<file path="config.mk">
export PLATFORM = sky130hd
export DESIGN_NAME = ldc_ctrl
export DESIGN_NICKNAME = d
export VERILOG_FILES = /design/src/rtl/ldc_pkg.sv /design/src/rtl/ldc_ctrl.sv
export SDC_FILE = /design/constraint.sdc
export NUM_CORES = 1
export LEC_CHECK = 0
export ABC_AREA = 1
export BUFFER_PORTS_ARGS = -buffer_cell sky130_fd_sc_hd__buf_2
export CELL_PAD_IN_SITES_DETAIL_PLACEMENT = 0
export CELL_PAD_IN_SITES_GLOBAL_PLACEMENT = 1
export CORE_AREA = 2 2 39 41
export DETAILED_ROUTE_END_ITERATION = 7
export DIE_AREA = 0 0 41 43
export GPL_TIMING_DRIVEN = 1
export MAX_ROUTING_LAYER = met4
export PLACE_DENSITY_LB_ADDON = 0.12
export SLEW_MARGIN = 20
export SYNTH_ARGS = -nofsm -noshare
export SYNTH_HDL_FRONTEND = slang
export SYNTH_SLANG_ARGS = --single-unit
</file>
<file path="constraint.sdc">
create_clock -name aclk -period 1.2 [get_ports aclk]
set_input_delay 0.18 -clock aclk [delete_from_list [all_inputs] [get_ports aclk]]
set_output_delay 0.18 -clock aclk [all_outputs]
set_load 0.005 [all_outputs]
</file>
<file path="src/rtl/ldc_pkg.sv">
// ----------------------------------------------------------------------------
// ldc_pkg
// Shared types and constants for the letter digram counter.
// ----------------------------------------------------------------------------
package ldc_pkg;

    localparam int DEF_ALPHABET_SIZE = 26;
    localparam int DEF_COUNT_WIDTH   = 32;

    localparam int BYTE_W   = 8;
    localparam int LETTER_W = 5;
    localparam int OP_W     = 2;
    localparam int OUT_W    = 32;
    localparam int S_DATA_W = 24;
    localparam int M_DATA_W = 64;

    localparam logic [OP_W-1:0] OP_CLEAR = 2'd0;
    localparam logic [OP_W-1:0] OP_FEED  = 2'd1;
    localparam logic [OP_W-1:0] OP_READ  = 2'd2;

    localparam logic [BYTE_W-1:0] CASE_GAP      = 8'd32;
    localparam logic [BYTE_W-1:0] CODE_OF_A     = 8'd65;
    localparam logic [BYTE_W-1:0] LATIN_LETTERS = 8'd26;
    localparam logic [BYTE_W-1:0] CODE_LOWER_A  = 8'd97;

    typedef enum logic [1:0] {
        ST_SWEEP,
        ST_IDLE,
        ST_READ,
        ST_COMMIT
    } state_t;

    typedef struct packed {
        logic load;
        logic sweep_start;
        logic sweep_step;
        logic issue_read;
        logic commit;
        logic out_zero;
    } cmd_t;

    typedef struct packed {
        logic in_clear;
        logic sweep_last;
        logic out_free;
    } sts_t;

endpackage

</file>
<file path="src/rtl/ldc_ctrl.sv">
// ----------------------------------------------------------------------------
// ldc_ctrl
// Sequencer: table clear sweep, item accept, memory read, read-modify-write.
// ----------------------------------------------------------------------------
module ldc_ctrl
    import ldc_pkg::*;
(
    input  logic aclk,
    input  logic aresetn,
    input  logic s_tvalid,
    output logic s_tready,
    input  sts_t sts,
    output cmd_t cmd
);

    state_t state_reg, state_next;
    logic   reply_reg, reply_next;

    always_ff @(posedge aclk) begin
        if (!aresetn) begin
            state_reg <= ST_SWEEP;
            reply_reg <= 1'b0;
        end else begin
            state_reg <= state_next;
            reply_reg <= reply_next;
        end
    end

    always_comb begin
        state_next = state_reg;
        reply_next = reply_reg;
        cmd        = '0;
        s_tready   = 1'b0;
        unique case (state_reg)
            ST_SWEEP: begin
                if (sts.sweep_last) begin
                    if (!reply_reg) begin
                        cmd.sweep_step = 1'b1;
                        state_next     = ST_IDLE;
                    end else if (sts.out_free) begin
                        cmd.sweep_step = 1'b1;
                        cmd.out_zero   = 1'b1;
                        reply_next     = 1'b0;
                        state_next     = ST_IDLE;
                    end
                end else begin
                    cmd.sweep_step = 1'b1;
                end
            end
            ST_IDLE: begin
                s_tready = 1'b1;
                if (s_tvalid) begin
                    cmd.load = 1'b1;
                    if (sts.in_clear) begin
                        cmd.sweep_start = 1'b1;
                        reply_next      = 1'b1;
                        state_next      = ST_SWEEP;
                    end else begin
                        state_next = ST_READ;
                    end
                end
            end
            ST_READ: begin
                cmd.issue_read = 1'b1;
                state_next     = ST_COMMIT;
            end
            ST_COMMIT: begin
                if (sts.out_free) begin
                    cmd.commit = 1'b1;
                    state_next = ST_IDLE;
                end
            end
            default: begin
                state_next = ST_SWEEP;
            end
        endcase
    end

endmodule

</file>
==> out/metrics.yaml, run 1 <==
clock_tree:
  cts.clk_slew.worst_paths_ns: 0.04
  clock-sinks: 3
  cts_tree: "built"
  clock_latency_ns: 0.23
  clockBufferDepth: 2
  root_buffer: "clkbuf_4"
  cts_hold_buf: 0
  cts_buffers: 3
  htreeDepth: 1
timing:
  slew_headroom: 0.885
  hold_viol: 0
  worstMarginPinSlew_ns: 0.171
  setup_slack_ns: 0.0333
  skew_ns: 0.00207
  fin_crit_sh: 0.972
  max_freq_mhz: 857
  rsz0062_at_grt: "yes"
  fin_setup_tns_ns: 0
  finalMaxSlewViolations: 0
  period_minus_slack_ns: 1.17
  setup_violations: 0
global_routing:
  grt_remaining_overflow: 0
  grt_pass1_vias: 271
  antenna_found_initial: 0
  grt_pass1_wl_um: 1060
  use_met3: 0.0314
  grt_busiest_layer: "met2"
  grt_start_max_net_pins: 6
  track_usage: 0.0945
  grt_use_met1: 0.105
  met2_usage: 0.128
floorplanning:
  die_h_um: 43
  rows: 14
  die_area_um2: 1760
  initial_core_util: 0.164
  die-width_um: 41
  core_area_um2: 1380
  ios: 13
worst_setup_path:
  path_max_fanout: 3
  required_ns: 1.02
  crit_path_start_kind: "flop"
  path_cells: "inv_2 -> nor4_2 -> buf_2"
  cp.arrival_ns: 0.99
  cp-end-kind: "output pin"
  max_stage_delay_ns: 0.33
  crit_type: "flop to output pin"
  crit_slowest_cell: "dfxtp_2"
final_layout:
  syn_to_final_growth_pct: 81.2
  utilization: 0.297
  multi_input_area_um2: 146
  regArea_um2: 66.3
  n_antenna_cell: 0
  final_nets: 66
  stdcell_count: 75
  n_fill_cell: 165
  largest_register_ffs: 2
  drive_gt1_frac: 0.610
logic_synthesis:
  yosys_warnings: 0
  synth.most_common_cell: "inv_1"
  yosys.area_share.simple: 0.442
  synth_top_family_by_area: "simple AND/OR/NAND/NOR gates"
  async_flop_share: 0
  netlist_instances: 36
  yosysTopAreaCell: "dfxtp_1"
  synth.area.mux_share: 0
  yosys-top-cells-count: "7 x inv_1, 6 x nand2_1, 4 x a21oi_1, 4 x nor2_1"
  synth-xor-area-share: 0
  ys_seq_elements: 3
  ys_top_cells_by_area: "dfxtp_1 27%, nand3_2 13%, inv_1 12%, nand2_1 9.9%, a21oi_1 8.8%"
  syn_area_per_cell_um2: 6.29
  synth_edf_count: 0
  synth-compound-area-share: 0.144
  synth.distinct_cells: 11
  synth_fa_ha_area_frac: 0
  netlist_area_um2: 226
  ys_seq_area_frac: 0.265
  ys.flop_type: "dfxtp_1"
  synth_top_area_share: 0.265
  syn_nets: 42
power_and_ir_drop:
  finalPower_uw: 445
  irDropWorstVdd_mv: 0.490
  power_density_nw_per_um2: 1080
  leakagePower_uw: 0.000225
placement:
  dp_hpwl_um: 515
  post-place-ws_ns: 0.169
  place.detailed.instances: 65
  gp_congestion: 0.733
  placement.io_buffers: 12
routing:
  postRouteAntennaNets: 0
  routed_wirelength_um: 631
  via_per_inst: 3.95
  drtPass1Iterations: 2
  drc: 0
  post_drt_wl_per_cell_um: 8.41
  drt-initial-drc-count: 3
  num_vias: 296
min_path:
  hold_class: "input port to flop"
outcome:
  status: "complete, no violations"
flow_run:
  max_cap_viol_count: 0
layout make-up:
class / instances / area share
Clock buffer: 4 / 0.0640
Inverter: 9 / 0.0945
Sequential cell: 3 / 0.162
Multi-Input combinational cell: 24 / 0.357
Timing Repair Buffer: 19 / 0.274
Tap cell: 16 / 0.0488
timing repair:
item / in CTS / in global routing
hold endpoints to repair: 0 / 0
pin swaps: 1 / 1
buffers inserted: 4 / 2
resized for setup: 7 / 4
endpoints found under the setup margin: 4 / 4
metal layers:
| metal | vias up | wire, µm |
|---|---|---|
| met5 | - | 0 |
| met4 | 0 | 0 |
| met3 | 0 | 34 |
| met2 | 5 | 336 |
| met1 | 125 | 260 |
| li1 | 166 | - |
worst paths after layout:
check / startpoint / end / slack, ns / cells past startpoint
max: reply_reg$_SDFFE_PN0P_ / cmd[0] / 0.03 / 3
min: aresetn / reply_reg$_SDFFE_PN0P_ / 0.17 / 3
min reg2reg: reply_reg$_SDFFE_PN0P_ / reply_reg$_SDFFE_PN0P_ / 0.54 / 4
max reg2reg: state_reg[1]$_SDFFE_PN0P_ / reply_reg$_SDFFE_PN0P_ / 0.11 / 7
critical path: cells and delay by family (launching register included):
family,cells,cell delay (ns)
flip-flops,1,0.33
buffers and inverters,2,0.18
AND/OR/NAND/NOR,1,0.23
kinds of logic after synthesis:
logic type      Yosys count
flops                     3
compound gates            6
buf+inv                   9
simple gates             18
per-stage QoR:
step / hold slack [ns] / instance area, µm²
after floorplan: 0.300 / 226
after global placement: 0.413 / 314
after detailed placement: 0.422 / 314
after CTS: 0.164 / 382
after global routing: 0.173 / 410
final: 0.174 / 410
report_power, final:
group | internal (µW) | total [µW] | switching [µW]
Sequential | 111 | 122 | 10.5
Combinational | 72.4 | 147 | 74.3
Clock | 125 | 176 | 51.6
cell usage in the layout, fill, tap and decap left out, types with 2 or more instances in the layout:
master and count:
inv_1 5, inv_2 2, nor2_1 3, a21oi_1 4, nand3_2 3, nand2_1 6
clkbuf_4 3, inv_4 2, a31oi_1 2, dfxtp_2 2, nor3_1 2, buf_2 12
buf_4 7
Note: power is estimated with default switching activity, not from simulation.
==> run 2: changes to the inputs <==
--- a/config.mk
+++ b/config.mk
@@ -10,6 +10,7 @@
 export CELL_PAD_IN_SITES_DETAIL_PLACEMENT = 0
 export CELL_PAD_IN_SITES_GLOBAL_PLACEMENT = 1
 export CORE_AREA = 2 2 39 41
+export CTS_BUF_LIST = sky130_fd_sc_hd__clkbuf_8
 export DETAILED_ROUTE_END_ITERATION = 7
 export DIE_AREA = 0 0 41 43
 export GPL_TIMING_DRIVEN = 1
==> out/metrics.yaml, run 2 (synthesis results as in run 1) <==
outcome:
  status: "complete, no violations"
power_and_ir_drop:
  power_density_nw_per_um2: 1340  # +23%
  finalPower_uw: 546  # +23%
  p_seq_frac: 0.224  # -0.050
  power_switching_uw: 148  # +8.7%
  swShare: 0.272  # -0.0350
  internal_power_uw: 397  # +29%
  p_clk_frac: 0.526  # +0.130
  combPwrFrac: 0.250  # -0.080
  leakagePower_uw: 0.000232  # +3.1%
  irDropWorstVdd_mv: 0.499  # +1.9%
routing:
  via_per_inst: 3.91  # -1.0%
  num_vias: 289  # -2.4%
  drc: 0  # unchanged
  drtPass1Iterations: 2  # unchanged
  post_drt_wl_per_cell_um: 8.49  # +0.87%
  postRouteAntennaNets: 0  # unchanged
  routed_wirelength_um: 628  # -0.48%
  drt-initial-drc-count: 1  # -2
worst_setup_path:
  max_stage_delay_ns: 0.34  # about the same
  crit_buf_inv: 2  # unchanged
  path_max_fanout: 4  # +1
  r2r_start: "state_reg[1]$_SDFFE_PN0P_"
  r2r-end: "reply_reg$_SDFFE_PN0P_"
  worst-path-stages: 4  # +1
  crit_type: "flop to output pin"
  path_delay_family: "flip-flops"
  crit_path_start_kind: "flop"
  crit_slowest_cell: "dfxtp_2"
  r2r_cells: 7  # unchanged
  cp.arrival_ns: 1.00  # about the same
  path_cells: "inv_2 -> nand2_1 -> nor4_1 -> buf_2"
  r2r_slack_ns: 0.08  # -0.03 ns
  required_ns: 1.02  # about the same
  cp-end-kind: "output pin"
global_routing:
  track_usage: 0.0914  # -0.00308
  grt_pass1_wl_um: 1020  # -3.2%
  grt_pass1_vias: 261  # -3.7%
  antenna_found_initial: 0  # unchanged
  grt_remaining_overflow: 0  # unchanged
  grt_start_max_net_pins: 6  # unchanged
timing:
  rsz0062_at_grt: "yes"
  fin_crit_sh: 0.980  # +0.00788
  max_freq_mhz: 850  # -0.80%
  slew_headroom: 0.866  # -0.0185
  setup_slack_ns: 0.0238  # -0.00945 ns
  finalMaxSlewViolations: 0  # unchanged
  hold_viol: 0  # unchanged
  period_minus_slack_ns: 1.18  # +0.00945 ns
  fin_setup_tns_ns: 0  # unchanged
  setup_violations: 0  # unchanged
  skew_ns: 0.00310  # +0.00103 ns
  worstMarginPinSlew_ns: 0.199  # +0.0274 ns
min_path:
  hold_depth: 3  # unchanged
  hold_class: "input port to flop"
  min_to: "reply_reg$_SDFFE_PN0P_"
  hp-start: "aresetn"
clock_tree:
  cts_hold_buf: 0  # unchanged
  cts_tree: "built"
  clock-sinks: 3  # unchanged
  cts.clk_slew.worst_paths_ns: 0.03  # about the same
  root_buffer: "clkbuf_8"
  clockBufferDepth: 2  # unchanged
  htreeDepth: 1  # unchanged
  cts_buffers: 3  # unchanged
  clock_latency_ns: 0.22  # about the same
floorplanning:
  die_area_um2: 1760  # unchanged
  die-width_um: 41  # unchanged
  die_h_um: 43  # unchanged
  ios: 13  # unchanged
  rows: 14  # unchanged
  core_area_um2: 1380  # unchanged
  initial_core_util: 0.164  # unchanged
placement:
  post-place-ws_ns: 0.169  # unchanged
  dp_hpwl_um: 515  # unchanged
  gp_congestion: 0.733  # unchanged
  placement.io_buffers: 12  # unchanged
flow_run:
  max_cap_viol_count: 0  # unchanged
final_layout:
  n_fill_cell: 164  # -0.61%
  syn_to_final_growth_pct: 80.1
  mostFrequentLayoutCells: "12 x buf_2, 7 x inv_1, 6 x nand2_1, 6 x buf_4"
  final_nets: 65  # -1.5%
  n_antenna_cell: 0  # unchanged
  drive_gt1_frac: 0.552  # -0.0584
  regArea_um2: 63.8  # -3.8%
  largest_register_ffs: 2  # unchanged
  final_common_cell: "buf_2"
  utilization: 0.295  # -0.00181
  multi_input_area_um2: 138  # -6.0%
==> run 2: cell types whose count changed in the layout (fill, tap and decap cells not counted), sizes merged <==
cell    delta
buf        -1
inv        +1
clkbuf     -1
==> run 2: how the worst max path moves through the flow <==
stage / from / endpoint / slack, ns
global route: state_reg[1]$_SDFFE_PN0P_ / cmd[0] / -0.06
floorplan: state_reg[0]$_SDFFE_PN0P_ / cmd[4] / 0.22
global placement: state_reg[1]$_SDFFE_PN0P_ / cmd[0] / 0.19
detailed placement: state_reg[1]$_SDFFE_PN0P_ / cmd[0] / 0.17
finish: state_reg[1]$_SDFFE_PN0P_ / cmd[0] / 0.02
CTS: state_reg[1]$_SDFFE_PN0P_ / cmd[0] / -0.01
==> run 2: routing by layer <==
layer	track usage	routed length, µm	share of wire	vias up
met2	0.125	329	0.52	5
li1	-	-	-	162
met4	0.0800	0	0	0
met3	0.0314	34	0.054	0
met5	-	0	0	-
met1	0.0990	265	0.42	122
==> run 2: timing repair <==
item / 4_1_cts / 5_1_grt
pin swaps: 1 / 0
resized for setup: 5 / 1
setup endpoints to repair: 4 / 5
gates cloned: 0 / 0
setup buffers: 2 / 3
==> run 2: through the flow <==
stage / cell area [µm²] / cells / hold slack, ns
after CTS: 383 / 71 / 0.187
after global routing: 408 / 74 / 0.200
after floorplan: 226 / 36 / 0.300
after detailed placement: 314 / 65 / 0.422
after global placement: 314 / 65 / 0.413
final: 408 / 74 / 0.194
==> run 2: area by class of cell <==
class,instances,share of cell area
Clock buffer,3,0.101
Clock inverter,1,0.00920
Inverter,9,0.0890
Multi-Input combinational cell,24,0.337
Sequential cell,3,0.156
Tap cell,16,0.0491
Timing Repair Buffer,18,0.258
==> run 2: worst min-delay path: cells and delay by family <==
kind	cells	cell delay, ns
and+or+nand+nor	2	0.09
buffers and inverters	1	0.11
==> run 2: power groups by stage <==
stage          Clock (µW)  Sequential, µW  Combinational [µW]
4_1_cts               296             121                 126
6_report              287             122                 137
3_3_place_gp            0             120                 117
5_1_grt               309             124                 152
2_1_floorplan           0             121                70.8
3_5_place_dp            0             120                 115
==> run 3: changes to the inputs <==
--- a/config.mk
+++ b/config.mk
@@ -7,7 +7,7 @@
 export LEC_CHECK = 0
 export ABC_AREA = 1
 export BUFFER_PORTS_ARGS = -buffer_cell sky130_fd_sc_hd__buf_2
-export CELL_PAD_IN_SITES_DETAIL_PLACEMENT = 0
+export CELL_PAD_IN_SITES_DETAIL_PLACEMENT = 1
 export CELL_PAD_IN_SITES_GLOBAL_PLACEMENT = 1
 export CORE_AREA = 2 2 39 41
 export CTS_BUF_LIST = sky130_fd_sc_hd__clkbuf_8
==> out/metrics.yaml, run 3 (synthesis results as in run 1) <==
outcome:
  status: "complete, no violations"
flow_run:
  max_cap_viol_count: 0  # unchanged
final_layout:
  mostFrequentLayoutCells: "12 x buf_2, 6 x inv_1, 5 x nand2_1"
  final_common_cell: "buf_2"
  utilization: 0.292  # -0.00271
  syn_to_final_growth_pct: 78.5
  n_antenna_cell: 0  # unchanged
  final_nets: 63  # -3.1%
  drive_gt1_frac: 0.589  # +0.0376
  n_fill_cell: 183  # +12%
  stdcell_count: 72  # -2.7%
  largest_register_ffs: 2  # unchanged
routing:
  postRouteAntennaNets: 0  # unchanged
  drtPass1Iterations: 2  # unchanged
  via_per_inst: 4.14  # +6.0%
  post_drt_wl_per_cell_um: 10.3  # +21%
  drt-initial-drc-count: 3  # +2
  routed_wirelength_um: 741  # +18%
  drc: 0  # unchanged
  num_vias: 298  # +3.1%
power_and_ir_drop:
  p_clk_frac: 0.539  # +0.013
  irDropWorstVdd_mv: 0.472  # -5.5%
  power_density_nw_per_um2: 1360  # +1.6%
  combPwrFrac: 0.240  # -0.010
  p_seq_frac: 0.221  # -0.003
  leakagePower_uw: 0.000224  # -3.6%
  power_switching_uw: 161  # +8.2%
  internal_power_uw: 389  # -2.2%
  swShare: 0.292  # +0.0204
clock_tree:
  cts.clk_slew.worst_paths_ns: 0.04  # about the same
  cts_buffers: 3  # unchanged
  cts_tree: "built"
  clock_latency_ns: 0.22  # about the same
  cts_hold_buf: 0  # unchanged
  root_buffer: "clkbuf_8"
  clock-sinks: 3  # unchanged
  htreeDepth: 1  # unchanged
  clockBufferDepth: 2  # unchanged
timing:
  finalMaxSlewViolations: 0  # unchanged
  hold_viol: 0  # unchanged
  setup_slack_ns: 0.0351  # +0.0112 ns
  slew_headroom: 0.880  # +0.0141
  max_freq_mhz: 858  # +0.97%
  rsz0062_at_grt: "yes"
  skew_ns: 0.00581  # +0.00271 ns
  whs_ns: 0.189  # -0.00471 ns
  fin_crit_sh: 0.971  # -0.00937
  worstMarginPinSlew_ns: 0.178  # -0.0208 ns
  period_minus_slack_ns: 1.16  # -0.0112 ns
  setup_violations: 0  # unchanged
floorplanning:
  initial_core_util: 0.164  # unchanged
  die-width_um: 41  # unchanged
  die_area_um2: 1760  # unchanged
  ios: 13  # unchanged
  core_area_um2: 1380  # unchanged
  die_h_um: 43  # unchanged
  rows: 14  # unchanged
worst_setup_path:
  required_ns: 1.02  # about the same
  path_delay_family: "flip-flops"
  path_max_fanout: 4  # unchanged
  crit_slowest_cell: "dfxtp_4"
  cp-end-kind: "output pin"
  crit_path_start_kind: "flop"
  max_stage_delay_ns: 0.35  # about the same
  crit_type: "flop to output pin"
  crit_buf_inv: 2  # unchanged
  path_cells: "inv_2 -> nand2_2 -> nor4_2 -> buf_2"
  cp.arrival_ns: 0.98  # -0.02 ns
global_routing:
  grt_start_max_net_pins: 5  # -1
  track_usage: 0.103  # +0.0112
  grt_pass1_vias: 318  # +22%
  antenna_found_initial: 0  # unchanged
  grt_pass1_wl_um: 1170  # +15%
  grt_remaining_overflow: 0  # unchanged
min_path:
  hold_class: "input port to flop"
placement:
  placement.io_buffers: 12  # unchanged
  dp_hpwl_um: 538  # +4.5%
  gp_congestion: 0.733  # unchanged
  place.detailed.instances: 65  # unchanged
  post-place-ws_ns: 0.139  # -0.0296 ns
==> run 3: cell types whose count changed in the layout (fill, tap and decap cells not counted), sizes merged <==
cell  before  now
buf       18   16
==> run 3: layer usage <==
layer,track usage,share of wire,vias to the layer above,wire length (µm)
met3,0.0628,0.061,0,45
met5,-,0,-,0
li1,-,-,155,-
met1,0.111,0.41,136,301
met2,0.147,0.53,7,394
met4,0.0400,0,0,0
==> run 3: power groups by stage <==
stage	Sequential (µW)	Clock [µW]	Combinational, µW
final	121	296	132
after global routing	124	320	150
after CTS	121	304	126
after detailed placement	120	0	116
after global placement	120	0	117
after floorplan	121	0	70.8
==> run 3: layout make-up <==
cell class / instances / area (µm²) / area share
clock inverters: 1 / 3.75 / 0.00929
repair buffers: 16 / 90.1 / 0.223
flip-flops and latches: 3 / 66.3 / 0.164
inverters: 9 / 36.3 / 0.0898
clock buffers: 3 / 41.3 / 0.102
multi-input cells: 24 / 146 / 0.362
well taps: 16 / 20.0 / 0.0495
==> run 3: timing repair <==
item,CTS,global route
gates resized for setup,4,6
setup buffers,3,0
endpoints found under the setup margin,4,5
==> run 3: final timing paths <==
| path | start | endpoint | slack (ns) | cells past startpoint |
|---|---|---|---|---|
| setup / recovery | state_reg[1]$_SDFFE_PN0P_ | cmd[0] | 0.04 | 4 |
| hold / removal | aresetn | reply_reg$_SDFFE_PN0P_ | 0.19 | 3 |
| setup reg to reg | state_reg[1]$_SDFFE_PN0P_ | reply_reg$_SDFFE_PN0P_ | 0.09 | 7 |
| hold reg to reg | reply_reg$_SDFFE_PN0P_ | reply_reg$_SDFFE_PN0P_ | 0.54 | 4 |
==> run 3: worst reg2reg max path: stages, from the launching register on <==
cell and delay [ns]:
dfxtp_4 0.37, inv_2 0.06, buf_4 0.13, buf_4 0.14, nand3_2 0.08, nand3_2 0.09, nor2_1 0.09, nor2_1 0.05
==> run 3: stage by stage <==
step / total power, µW / cell area, µm² / setup TNS [ns]
CTS: 551 / 385 / -0.0103
global route: 593 / 404 / -0.106
finish: 549 / 404 / 0
detailed placement: 236 / 314 / 0
floorplan: 192 / 226 / 0
global placement: 237 / 314 / 0
